File: src/pfgb_pkg.sv
// Shared constants and types for the page framebuffer glyph blitter.
`default_nettype none

package pfgb_pkg;

    localparam int DISP_WIDTH  = 128;
    localparam int DISP_HEIGHT = 56;
    localparam int GLYPH_COLS  = 5;
    localparam int GLYPH_ROWS  = 7;

    localparam int NUM_PAGES   = (DISP_HEIGHT + 7) / 8;
    localparam int STORE_BYTES = NUM_PAGES * DISP_WIDTH;
    localparam int ADDR_W      = $clog2(STORE_BYTES);
    localparam int PAGE_W      = (NUM_PAGES > 1) ? $clog2(NUM_PAGES) : 1;
    localparam int COL_W       = $clog2(DISP_WIDTH);
    localparam int CIDX_W      = $clog2(GLYPH_COLS);

    localparam int TYPE_W      = 2;
    localparam int POS_W       = 10;
    localparam int GLYPH_W     = 7;
    localparam int SCALE_W     = 4;
    localparam int RADDR_W     = 10;
    localparam int BYTE_W      = 8;
    localparam int ROW_W       = POS_W + 1;

    typedef enum logic [TYPE_W-1:0] {
        REQ_CLEAR = 2'd0,
        REQ_PIXEL = 2'd1,
        REQ_GLYPH = 2'd2,
        REQ_READ  = 2'd3
    } req_t;

    typedef logic signed [ROW_W-1:0] row_t;

    typedef struct packed {
        logic [GLYPH_ROWS-1:0] lit;
        row_t [GLYPH_ROWS-1:0] lo;
        row_t [GLYPH_ROWS-1:0] hi;
    } span_t;

    typedef struct packed {
        logic              pend;
        logic              set;
        logic [ADDR_W-1:0] addr;
        logic [BYTE_W-1:0] mask;
    } rmw_t;

endpackage

`default_nettype wire

File: src/pfgb_mask.sv
// Byte mask of glyph pixels that fall in one page of one screen column.
`default_nettype none

module pfgb_mask (
    input  wire logic [pfgb_pkg::PAGE_W-1:0] page,
    input  wire pfgb_pkg::span_t             span,
    output logic      [pfgb_pkg::BYTE_W-1:0] mask
);

    always_comb
    begin
        pfgb_pkg::row_t prow;
        logic           hit;
        for (int b = 0; b < pfgb_pkg::BYTE_W; b++)
        begin
            prow = pfgb_pkg::row_t'({page, 3'(b)});
            hit  = 1'b0;
            for (int r = 0; r < pfgb_pkg::GLYPH_ROWS; r++)
            begin
                hit = hit | (span.lit[r] && (prow >= span.lo[r]) && (prow <= span.hi[r]));
            end
            mask[b] = hit && (prow < pfgb_pkg::row_t'(pfgb_pkg::DISP_HEIGHT));
        end
    end

endmodule

`default_nettype wire

File: config.mk
export PLATFORM = sky130hd
export DESIGN_NAME = pfgb_mask
export DESIGN_NICKNAME = d
export VERILOG_FILES = /design/src/pfgb_pkg.sv /design/src/pfgb_mask.sv
export SDC_FILE = /design/constraint.sdc
export NUM_CORES = 1
export LEC_CHECK = 0
export BUFFER_PORTS_ARGS = -buffer_cell sky130_fd_sc_hd__buf_2
export CORE_AREA = 5 5 94 96
export DETAILED_ROUTE_END_ITERATION = 8
export DIE_AREA = 0 0 99 101
export PLACE_DENSITY_LB_ADDON = 0.25
export SETUP_SLACK_MARGIN = 0.5
export SYNTH_ARGS = -nofsm -noshare
export SYNTH_HDL_FRONTEND = slang
export SYNTH_SLANG_ARGS = --single-unit
File: constraint.sdc
create_clock -name vclk -period 3.3
set_input_delay 0.33 -clock vclk [all_inputs]
set_output_delay 0.33 -clock vclk [all_outputs]
set_load 0.01 [all_outputs]
**Yosys cells after proc, flatten, opt, wreduce, memory -nomap -nowiden**

Index checks and enable logic that the tools add are counted.

- Register bits after elaboration: 0
- Bits of input ports: 164
- Output and inout bits: 8
- Logic and storage cells: 288

- Order comparisons: 120
- Bitwise gates (word level): 48
- Reduce and logical (&&, ||, !) cells: 120

Operators with widths:

| cell | count |
|---|---|
| $ge A7 B11 Y1 | 56 |
| $le A7 B11 Y1 | 56 |
| $logic_and A1 B1 Y1 | 120 |
| $lt A6 B6 Y1 const B | 8 |
| $or A1 B1 Y1 | 48 |

**Logic depth before layout (Yosys ltp)**

Gate-level depths: netlist (run 1).

- Word-level depth: 10
- Gate-level depth with buffers: 9

**Worst setup path before layout (run 1)**

Ideal clock, no wire load.

- Path kind: in2out
- Start: input page[0] (netlist name)
- End: output mask[0] (netlist name)
- Arrival time: 2.398 ns
- Required time: 2.970 ns
- Path slack: 0.572 ns
- Cell stages on the path: 8
- Path buffers: 0
- Cells stage by stage: inv_1 -> ha_1 -> or4bb_1 -> or3_1 -> or3_1 -> a21oi_1 -> a32oi_1 -> a31oi_1

- Cells in the longest elaborated chain, start to end: 10
- Elaborated cells between the ends (all ways): 36
- Classes of those cells: order compare: 15; bitwise: 6; reduce/logical: 15

Ends and longest elaborated chain:

| item | line | source |
|---|---|---|
| start, declared | pfgb_mask.sv:5 | `input wire logic [pfgb_pkg::PAGE_W-1:0] page,` |
| $ge A7 B11 Y1 | pfgb_mask.sv:20 | `hit = hit \| (span.lit[r] && (prow >= span.lo[r]) && (prow <= span.hi[r]));` |
| $logic_and A1 B1 Y1 (2 in a row) | pfgb_mask.sv:20 |  |
| $or A1 B1 Y1 (6 in a row) | pfgb_mask.sv:20 |  |
| $logic_and A1 B1 Y1 (*) | pfgb_mask.sv:22 | `mask[b] = hit && (prow < pfgb_pkg::row_t'(pfgb_pkg::DISP_HEIGHT));` |
| end, declared | pfgb_mask.sv:7 | `output logic [pfgb_pkg::BYTE_W-1:0] mask` |

Mark *: on every way between the ends. The rest lies on a longest branch, timed or not.

**Final worst setup path (run 1)**

- Start: input page[2] (netlist name)
- End: output mask[0] (netlist name)

The elaborated chain is that of the path after synthesis.

==> results of run 1 <==
final timing paths:
check | endpoint | slack (ps) | cells past startpoint
min | mask[1] | 1130 | 4
max | mask[0] | 370 | 10
critical path: cells and delay by family:
family | cells | cell delay [ps]
and+or+nand+nor | 3 | 880
AOI/OAI and AO/OA | 3 | 620
buffers and inverters | 3 | 470
adders and majority gates | 1 | 290
per-layer routing:
metal	part of all wire [%]	GRT usage [%]
met5	0	0
met3	9.6	5.329
met2	48	51.34
met4	3.8	10.29
met1	39	37.84
power by group through the flow:
stage	registers (mW)	clock network (mW)	logic (mW)
after floorplan	0	0	0.292
after global placement	0	0	0.519
after detailed placement	0	0	0.537
after CTS	0	0	0.618
after global routing	0	0	0.723
final	0	0	0.668
area by class of cell:
| type | count | area [sq um] | area share (%) |
|---|---|---|---|
| multi-input combinational | 525 | 4160 | 72.46 |
| inverter | 67 | 259.0 | 4.511 |
| tap | 105 | 131.4 | 2.288 |
| timing repair buffer | 202 | 1191 | 20.75 |
cell usage in the layout (no fill, tap or decap), types with 5 or more instances in the layout:
| cell | instances |
|---|---|
| a211o_1 | 6 |
| a211oi_1 | 15 |
| a211oi_2 | 6 |
| a21o_1 | 9 |
| a21oi_1 | 61 |
| a31oi_1 | 12 |
| and2_1 | 6 |
| buf_2 | 168 |
| buf_4 | 24 |
| ha_1 | 37 |
| ha_4 | 18 |
| inv_1 | 65 |
| nand2_1 | 31 |
| nand2b_1 | 13 |
| nand3_1 | 34 |
| nand3_2 | 5 |
| nand4b_1 | 7 |
| nor2_1 | 33 |
| nor2b_1 | 13 |
| nor3_1 | 16 |
| nor3_4 | 5 |
| nor4_1 | 7 |
| o211ai_1 | 8 |
| o21a_1 | 9 |
| o21ai_0 | 36 |
| o22ai_1 | 6 |
| o31ai_1 | 6 |
| or2_2 | 6 |
| or3_1 | 7 |
| or3_4 | 7 |
| or4_1 | 7 |
| or4_4 | 7 |
what timing repair did:
| action | 4_1_cts | 5_1_grt |
|---|---|---|
| hold buffers | 0 | 0 |
| gates resized for setup | 81 | 30 |
| pin swaps | 25 | 19 |
| setup endpoints to repair | 8 | 8 |
| cloned | 2 | 0 |
| setup buffers | 8 | 8 |
through the flow:
step | std cells | area, sq um | hold slack (ps)
after floorplan | 609 | 3910 | 827.3
after global placement | 881 | 4925 | 1126
after detailed placement | 881 | 4925 | 1129
after CTS | 891 | 5512 | 1130
after global routing | 899 | 5742 | 1145
final | 899 | 5742 | 1131
kinds of logic (layout without fill, tap and decap cells):
| kind of cell | after synthesis | in the layout | share of synthesized area (%) |
|---|---|---|---|
| multiplexers | 2 | 2 | 0.5120 |
| buffers and inverters | 84 | 269 | 8.160 |
| AND/OR/NAND/NOR | 235 | 235 | 33.60 |
| adder cells (fa/ha/maj) | 56 | 56 | 17.92 |
| AO/OA/AOI/OAI | 232 | 232 | 39.81 |
==> results by group, run 1 <==
Outcome
  – Status: finished, final reports clean

Floorplan
  – Die width: 99 um
  – Die height: 101 um
  – DIE AREA: 9999 sq um
  – I/O Pins: 172
  – Placement Rows: 33
  – CORE AREA: 7969 sq um
  – Initial Util: 49.07%

STA
  – Final WS setup: 371.5 ps
  – Final min period: 2929 ps
  – Setup_tns: 0 ps
  – Final Cycle Share: 88.74%
  – Fmax: 341.5 MHz
  – Setup violations, final: 0
  – Final Hold Vio Count: 0
  – Worst-Margin Slew: 546.3 ps
  – Relative slew slack: 63.10%
  – RSZ-0062 raised after global routing: yes
  – Final max-slew violation count: 0

Route
  – # DRC: 0
  – Via count: 5,752
  – Wire length per cell: 18.51 um
  – DR iter-0 viols: 374
  – DRT Pass-1 Iters: 5
  – WL final: 16,640 um
  – Vias per inst: 6.398
  – Remaining antenna violation count: 0

Logic synthesis
  – Synth cell count leaders: inv_1, a21oi_1, ha_1
  – Cell variety after synth: 68
  – Yosys top cell area share: 17.92%
  – Area contributors post-synth: ha_1, a21oi_1, inv_1
  – Top-count cell post-synth: inv_1
  – Post-synthesis sequential area ratio: 0%
  – Post-Synthesis Cells: 609
  – Synth area leader: ha_1
  – Syn_nets: 829
  – Syn_area_per_cell: 6.420 sq um
  – Synthesized area: 3910 sq um
  – Yosys Warn Count: 0

Setup path
  – Setup crit end kind: output port
  – Max incr delay on CP: 420 ps
  – CP arrival: 2600 ps
  – Worst setup SP type: input pin
  – WP data required: 2970 ps
  – Worst path slowest cell: or4_4
  – Setup crit start: page[2]
  – CP Max Fanout: 7
  – Crit path kind: input pin to output port
  – Critical path, cell by cell: buf_6 -> buf_12 -> ha_4 -> nand3_2 -> or3_4 -> or4_4 -> a221oi_2 -> a311oi_1 -> a31oi_1 -> buf_2

Place
  – Pre-CTS setup slack: 190.4 ps
  – Placer Congestion: 0.9795
  – Port bufs: 172
  – Placed wire-length estimate: 12,800 um

Pwr
  – Leak: 2.460 nW
  – Internal Power: 0.2955 mW
  – Worst ir drop on vdd: 0.07743 mV
  – Clk pwr share: 0%
  – Sequential share of power: 0%
  – Power Density: 116.4 nW/um^2
  – Logic gate share of total power: 100.0%
  – Total power: 0.6683 mW
  – Switch share: 55.78%
  – Sw power: 0.3728 mW

Final layout
  – Flip-flop and latch area: 0 sq um
  – Layout cells sized above 1: 37.78%
  – Clock buffers: 0
  – Final core utilization: 72.05%
  – Nets: 1,016
  – Seq cells: 0
  – Fillers: 683
  – Area Overhead vs Synth: 46.85%
  – Antenna fix cells: 0

Hold path
  – Worst min path class: input pin to output port
  – HP Start: span[155]

GRT
  – Vias in the first global route: 5,304
  – Largest net degree at the start of global routing: 16
  – Grt ovf: 0
  – Global-route wire length before repair: 25,180 um
  – Antenna violations before repair: 0
  – GR Util All Layers: 30.02%

Flow run
  – Max Cap Viol: 0
Power figures use the tool's default switching activity.
==> inputs of run 2 (changes only) <==
--- a/config.mk
+++ b/config.mk
@@ -6,9 +6,9 @@
 export NUM_CORES = 1
 export LEC_CHECK = 0
 export BUFFER_PORTS_ARGS = -buffer_cell sky130_fd_sc_hd__buf_2
-export CORE_AREA = 5 5 94 96
+export CORE_AREA = 2 2 91 93
 export DETAILED_ROUTE_END_ITERATION = 8
-export DIE_AREA = 0 0 99 101
+export DIE_AREA = 0 0 93 95
 export PLACE_DENSITY_LB_ADDON = 0.25
 export SETUP_SLACK_MARGIN = 0.5
 export SYNTH_ARGS = -nofsm -noshare
==> constraint.sdc (replaced) <==
create_clock -name vclk -period 3.3
set_input_delay 0.33 -clock vclk [all_inputs]
set_output_delay 0.33 -clock vclk [all_outputs]
set_load 0.05 [all_outputs]
==> results by group, run 2 (synthesis gave the netlist of run 1 again) <==
Outcome
  – Status: finished, final reports clean

Route
  – DR iter-0 viols: 312
  – DRT Pass-1 Iters: 5
  – Remaining antenna violation count: 0
  – # DRC: 0
  – WL final: 16,230 um
  – Vias per inst: 6.371
  – Wire length per cell: 17.97 um
  – Via count: 5,753

Setup path
  – CP bufs+invs: 3
  – Crit path kind: input pin to output port
  – Critical path, cell by cell: buf_8 -> inv_8 -> ha_4 -> or4bb_4 -> or3_4 -> or3_4 -> a21oi_4 -> a32oi_2 -> a31oi_2 -> buf_6
  – Max incr delay on CP: 530 ps
  – CP arrival: 2640 ps
  – Setup crit end kind: output port
  – Largest delay share family, worst path: simple AND/OR/NAND/NOR gates
  – Worst setup SP type: input pin
  – CP Max Fanout: 4
  – Worst path slowest cell: or4bb_4
  – WP data required: 2970 ps
  – Crit-path most repeated cell: or3_4

Final layout
  – Area Overhead vs Synth: 54.37%
  – Layout cells sized above 1: 40.35%
  – Seq cells: 0
  – Antenna fix cells: 0
  – Non-Filler Instances: 903
  – Flip-flop and latch area: 0 sq um
  – Post-layout instance area: 6036 sq um
  – Commonest non-fill, non-tap cell in the layout: buf_2
  – Clock buffers: 0
  – Most frequent cells in the layout: buf_2, inv_1, a21oi_1
  – Nets: 1,020

GRT
  – Grt ovf: 0
  – Antenna violations before repair: 0
  – M3 GR Usage: 3.911%
  – M1 GR Usage: 40.39%
  – GR Util All Layers: 33.46%
  – Vias in the first global route: 5,298
  – Busiest layer in global routing: met2
  – Largest net degree at the start of global routing: 16
  – Global-route wire length before repair: 24,220 um
  – Met2 Use GR: 60.99%

Floorplan
  – Placement Rows: 33
  – Initial Util: 49.32%
  – Die width: 93 um
  – I/O Pins: 172
  – CORE AREA: 7928 sq um
  – Die height: 95 um
  – DIE AREA: 8835 sq um

Place
  – Port bufs: 172
  – Placed wire-length estimate: 12,390 um
  – Placed instance area: 5070 sq um
  – Placed Cells: 890
  – Placer Congestion: 0.9679

Pwr
  – Clk pwr share: 0%
  – Internal Power: 0.3347 mW
  – Sequential share of power: 0%
  – Switch share: 56.39%
  – Total power: 0.7675 mW
  – Worst ir drop on vdd: 0.1184 mV
  – Leak: 2.498 nW
  – Logic gate share of total power: 100.0%
  – Sw power: 0.4328 mW
  – Power Density: 127.2 nW/um^2

STA
  – Setup violations, final: 0
  – Final max-slew violation count: 0
  – Final Hold Vio Count: 0
  – Worst-Margin Slew: 583.6 ps
  – Final min period: 2968 ps
  – Setup_tns: 0 ps
  – RSZ-0062 raised after global routing: yes
  – Relative slew slack: 60.83%
  – Fmax: 336.9 MHz
  – Final Cycle Share: 89.94%

Flow run
  – Max Cap Viol: 0

Clocking
  – Hold buffers post-CTS: 0

Hold path
  – Worst min path class: input pin to output port
[run 2: changes by cell type in the layout (fill, tap and decap cells not counted), sizes merged]
cell,before,now
buf,202,206
[run 2: power groups by stage]
stage	Sequential, mW	Clock [mW]	Combinational [mW]
after global placement	0	0	0.589
after detailed placement	0	0	0.602
final	0	0	0.767
after floorplan	0	0	0.351
after CTS	0	0	0.697
after global routing	0	0	0.825
[run 2: metal layers]
metal,up-vias,wire [um]
li1,2725,-
met1,2671,6337
met2,294,7975
met3,63,1289
met4,0,626
met5,-,0
[run 2: final cells by class]
class                      instances  area, sq um
multi-input combinational        525         4407
tap                              105        131.4
timing repair buffer             206         1239
fill                             606         1892
inverter                          67        259.0
[run 2: through the flow]
| stage | hold WS (ps) | util (%) | worst slack, ps |
|---|---|---|---|
| global placement | 1269 | 63.95 | 50.54 |
| floorplan | 951.4 | - | 257.3 |
| detailed placement | 1278 | 63.95 | 55.18 |
| finish | 1240 | 76.14 | 332.1 |
| CTS | 1230 | 71.28 | 396.8 |
| global route | 1247 | 76.14 | 300.9 |
[run 2: final timing paths]
| check | startpoint | slack (ps) | to | cells after the start |
|---|---|---|---|---|
| setup / recovery | page[0] | 330 | mask[0] | 10 |
| hold / removal | span[155] | 1240 | mask[1] | 4 |
[run 2: worst min-delay path, stage by stage]
cell and delay (ps):
buf_2 130, o2111ai_1 160, a31oi_4 120, buf_6 160
[run 2: repair_timing]
action,in CTS,in global routing
setup buffers,5,8
pin swaps,25,20
endpoints found under the setup margin,8,8
gates resized for setup,95,52
==> inputs of run 3 (changes only) <==
--- a/config.mk
+++ b/config.mk
@@ -6,9 +6,9 @@
 export NUM_CORES = 1
 export LEC_CHECK = 0
 export BUFFER_PORTS_ARGS = -buffer_cell sky130_fd_sc_hd__buf_2
-export CORE_AREA = 2 2 91 93
+export CORE_AREA = 2 2 118 120
 export DETAILED_ROUTE_END_ITERATION = 8
-export DIE_AREA = 0 0 93 95
+export DIE_AREA = 0 0 120 122
 export PLACE_DENSITY_LB_ADDON = 0.25
 export SETUP_SLACK_MARGIN = 0.5
 export SYNTH_ARGS = -nofsm -noshare
==> results by group, run 3 (synthesis gave the netlist of run 1 again) <==
STA
  – Final Cycle Share: 88.63%
  – Setup_tns: 0 ps
  – Setup violations, final: 0
  – Final Hold Vio Count: 0
  – Final min period: 2925 ps
  – RSZ-0062 raised after global routing: yes
  – Worst-Margin Slew: 616.9 ps
  – Relative slew slack: 58.49%
  – Final max-slew violation count: 0
  – Fmax: 341.9 MHz

Hold path
  – Worst min path class: input pin to output port
  – HP Start: span[155]
  – Worst Hold End: mask[1]
  – Hold path depth: 4

Route
  – Via count: 5,470
  – WL final: 15,810 um
  – Remaining antenna violation count: 0
  – Vias per inst: 5.548
  – DRT Pass-1 Iters: 5
  – DR iter-0 viols: 236
  – Wire length per cell: 16.03 um
  – # DRC: 0

Setup path
  – Worst setup SP type: input pin
  – CP bufs+invs: 3
  – CP Max Fanout: 4
  – Largest delay share family, worst path: simple AND/OR/NAND/NOR gates
  – WP data required: 2970 ps
  – Worst path slowest cell: or4bb_4
  – CP arrival: 2590 ps
  – Critical path, cell by cell: buf_8 -> inv_6 -> ha_4 -> or4bb_4 -> or3_4 -> or3_1 -> a21oi_2 -> a32oi_2 -> a31oi_2 -> buf_6
  – Setup crit end kind: output port
  – Crit path kind: input pin to output port
  – Max incr delay on CP: 530 ps

Final layout
  – Layout cells sized above 1: 41.24%
  – Commonest non-fill, non-tap cell in the layout: buf_2
  – Seq cells: 0
  – Nets: 1,027
  – Most frequent cells in the layout: buf_2, inv_1, a21oi_1
  – Clock buffers: 0
  – Flip-flop and latch area: 0 sq um
  – Area Overhead vs Synth: 56.99%
  – Fillers: 1,396
  – Post-layout instance area: 6138 sq um

Pwr
  – Logic gate share of total power: 100.0%
  – Sequential share of power: 0%
  – Worst ir drop on vdd: 0.04440 mV
  – Switch share: 55.52%
  – Leak: 2.533 nW
  – Clk pwr share: 0%
  – Sw power: 0.4185 mW
  – Internal Power: 0.3353 mW
  – Power Density: 122.8 nW/um^2

Floorplan
  – Placement Rows: 43
  – DIE AREA: 14,640 sq um
  – Die height: 122 um
  – CORE AREA: 13,500 sq um
  – Initial Util: 28.95%
  – Die width: 120 um
  – I/O Pins: 172

Flow run
  – Max Cap Viol: 0

Place
  – Placer Congestion: 0.9058
  – Placed wire-length estimate: 12,630 um
  – Port bufs: 172
  – Placed instance area: 5179 sq um

Outcome
  – Status: finished, final reports clean

GRT
  – Global-route wire length before repair: 24,050 um
  – Antenna violations before repair: 1
  – Vias in the first global route: 4,997
  – GR Util All Layers: 20.04%
  – Largest net degree at the start of global routing: 16
  – Grt ovf: 0

Clocking
  – Hold buffers post-CTS: 0
-- run 3: worst max-delay path by stage --
stage            start       to  slack (ps)  cells past startpoint
2_1_floorplan  page[0]  mask[0]         260                      8
3_3_place_gp   page[2]  mask[4]          60                     12
3_5_place_dp   page[2]  mask[4]          70                     12
4_1_cts        page[0]  mask[0]         380                     10
5_1_grt        page[0]  mask[0]         300                     10
6_report       page[0]  mask[0]         380                     10
-- run 3: area by class of cell --
cell class                 instances  area, sq um  area share [%]
inverter                          67        256.5           4.179
tap                              180        225.2           3.669
timing repair buffer             213         1319           21.48
multi-input combinational        525         4335           70.63
antenna                            1        2.502         0.04077
-- run 3: tightest hold or removal path, cell delays in order --
cell and delay [ps]:
buf_2 140, o2111ai_1 150, a31oi_4 120, buf_6 170
-- run 3: per-stage QoR --
| step | setup slack (ps) | hold slack (ps) | total power, mW | std cells | util, % |
|---|---|---|---|---|---|
| finish | 375.4 | 1238 | 0.7538 | 986 | 45.46 |
| global route | 301.2 | 1248 | 0.8205 | 986 | 45.46 |
| CTS | 376.0 | 1227 | 0.7055 | 978 | 43.45 |
| detailed placement | 71.23 | 1276 | 0.6035 | 967 | 38.35 |
| global placement | 59.53 | 1284 | 0.6019 | 967 | 38.35 |
| floorplan | 257.3 | 951.4 | 0.3512 | 609 | - |
-- run 3: power by group through the flow --
| stage | clock network [mW] | registers, mW | logic, mW |
|---|---|---|---|
| floorplan | 0 | 0 | 0.351 |
| global placement | 0 | 0 | 0.602 |
| detailed placement | 0 | 0 | 0.604 |
| CTS | 0 | 0 | 0.705 |
| global route | 0.0000000406 | 0 | 0.820 |
| finish | 0.0000000407 | 0 | 0.754 |
-- run 3: per-layer routing --
layer | GRT usage (%) | vias up | wire [um]
met4 | 3.971 | 0 | 369
met3 | 1.498 | 23 | 945
met5 | 0 | - | 0
met1 | 26.69 | 2528 | 6943
met2 | 35.48 | 179 | 7549
li1 | - | 2740 | -
-- run 3: timing repair --
item / CTS / global route
setup buffers: 10 / 7
endpoints found under the setup margin: 8 / 8
pin swaps: 26 / 24
cloned: 1 / 0
resized for setup: 110 / 37
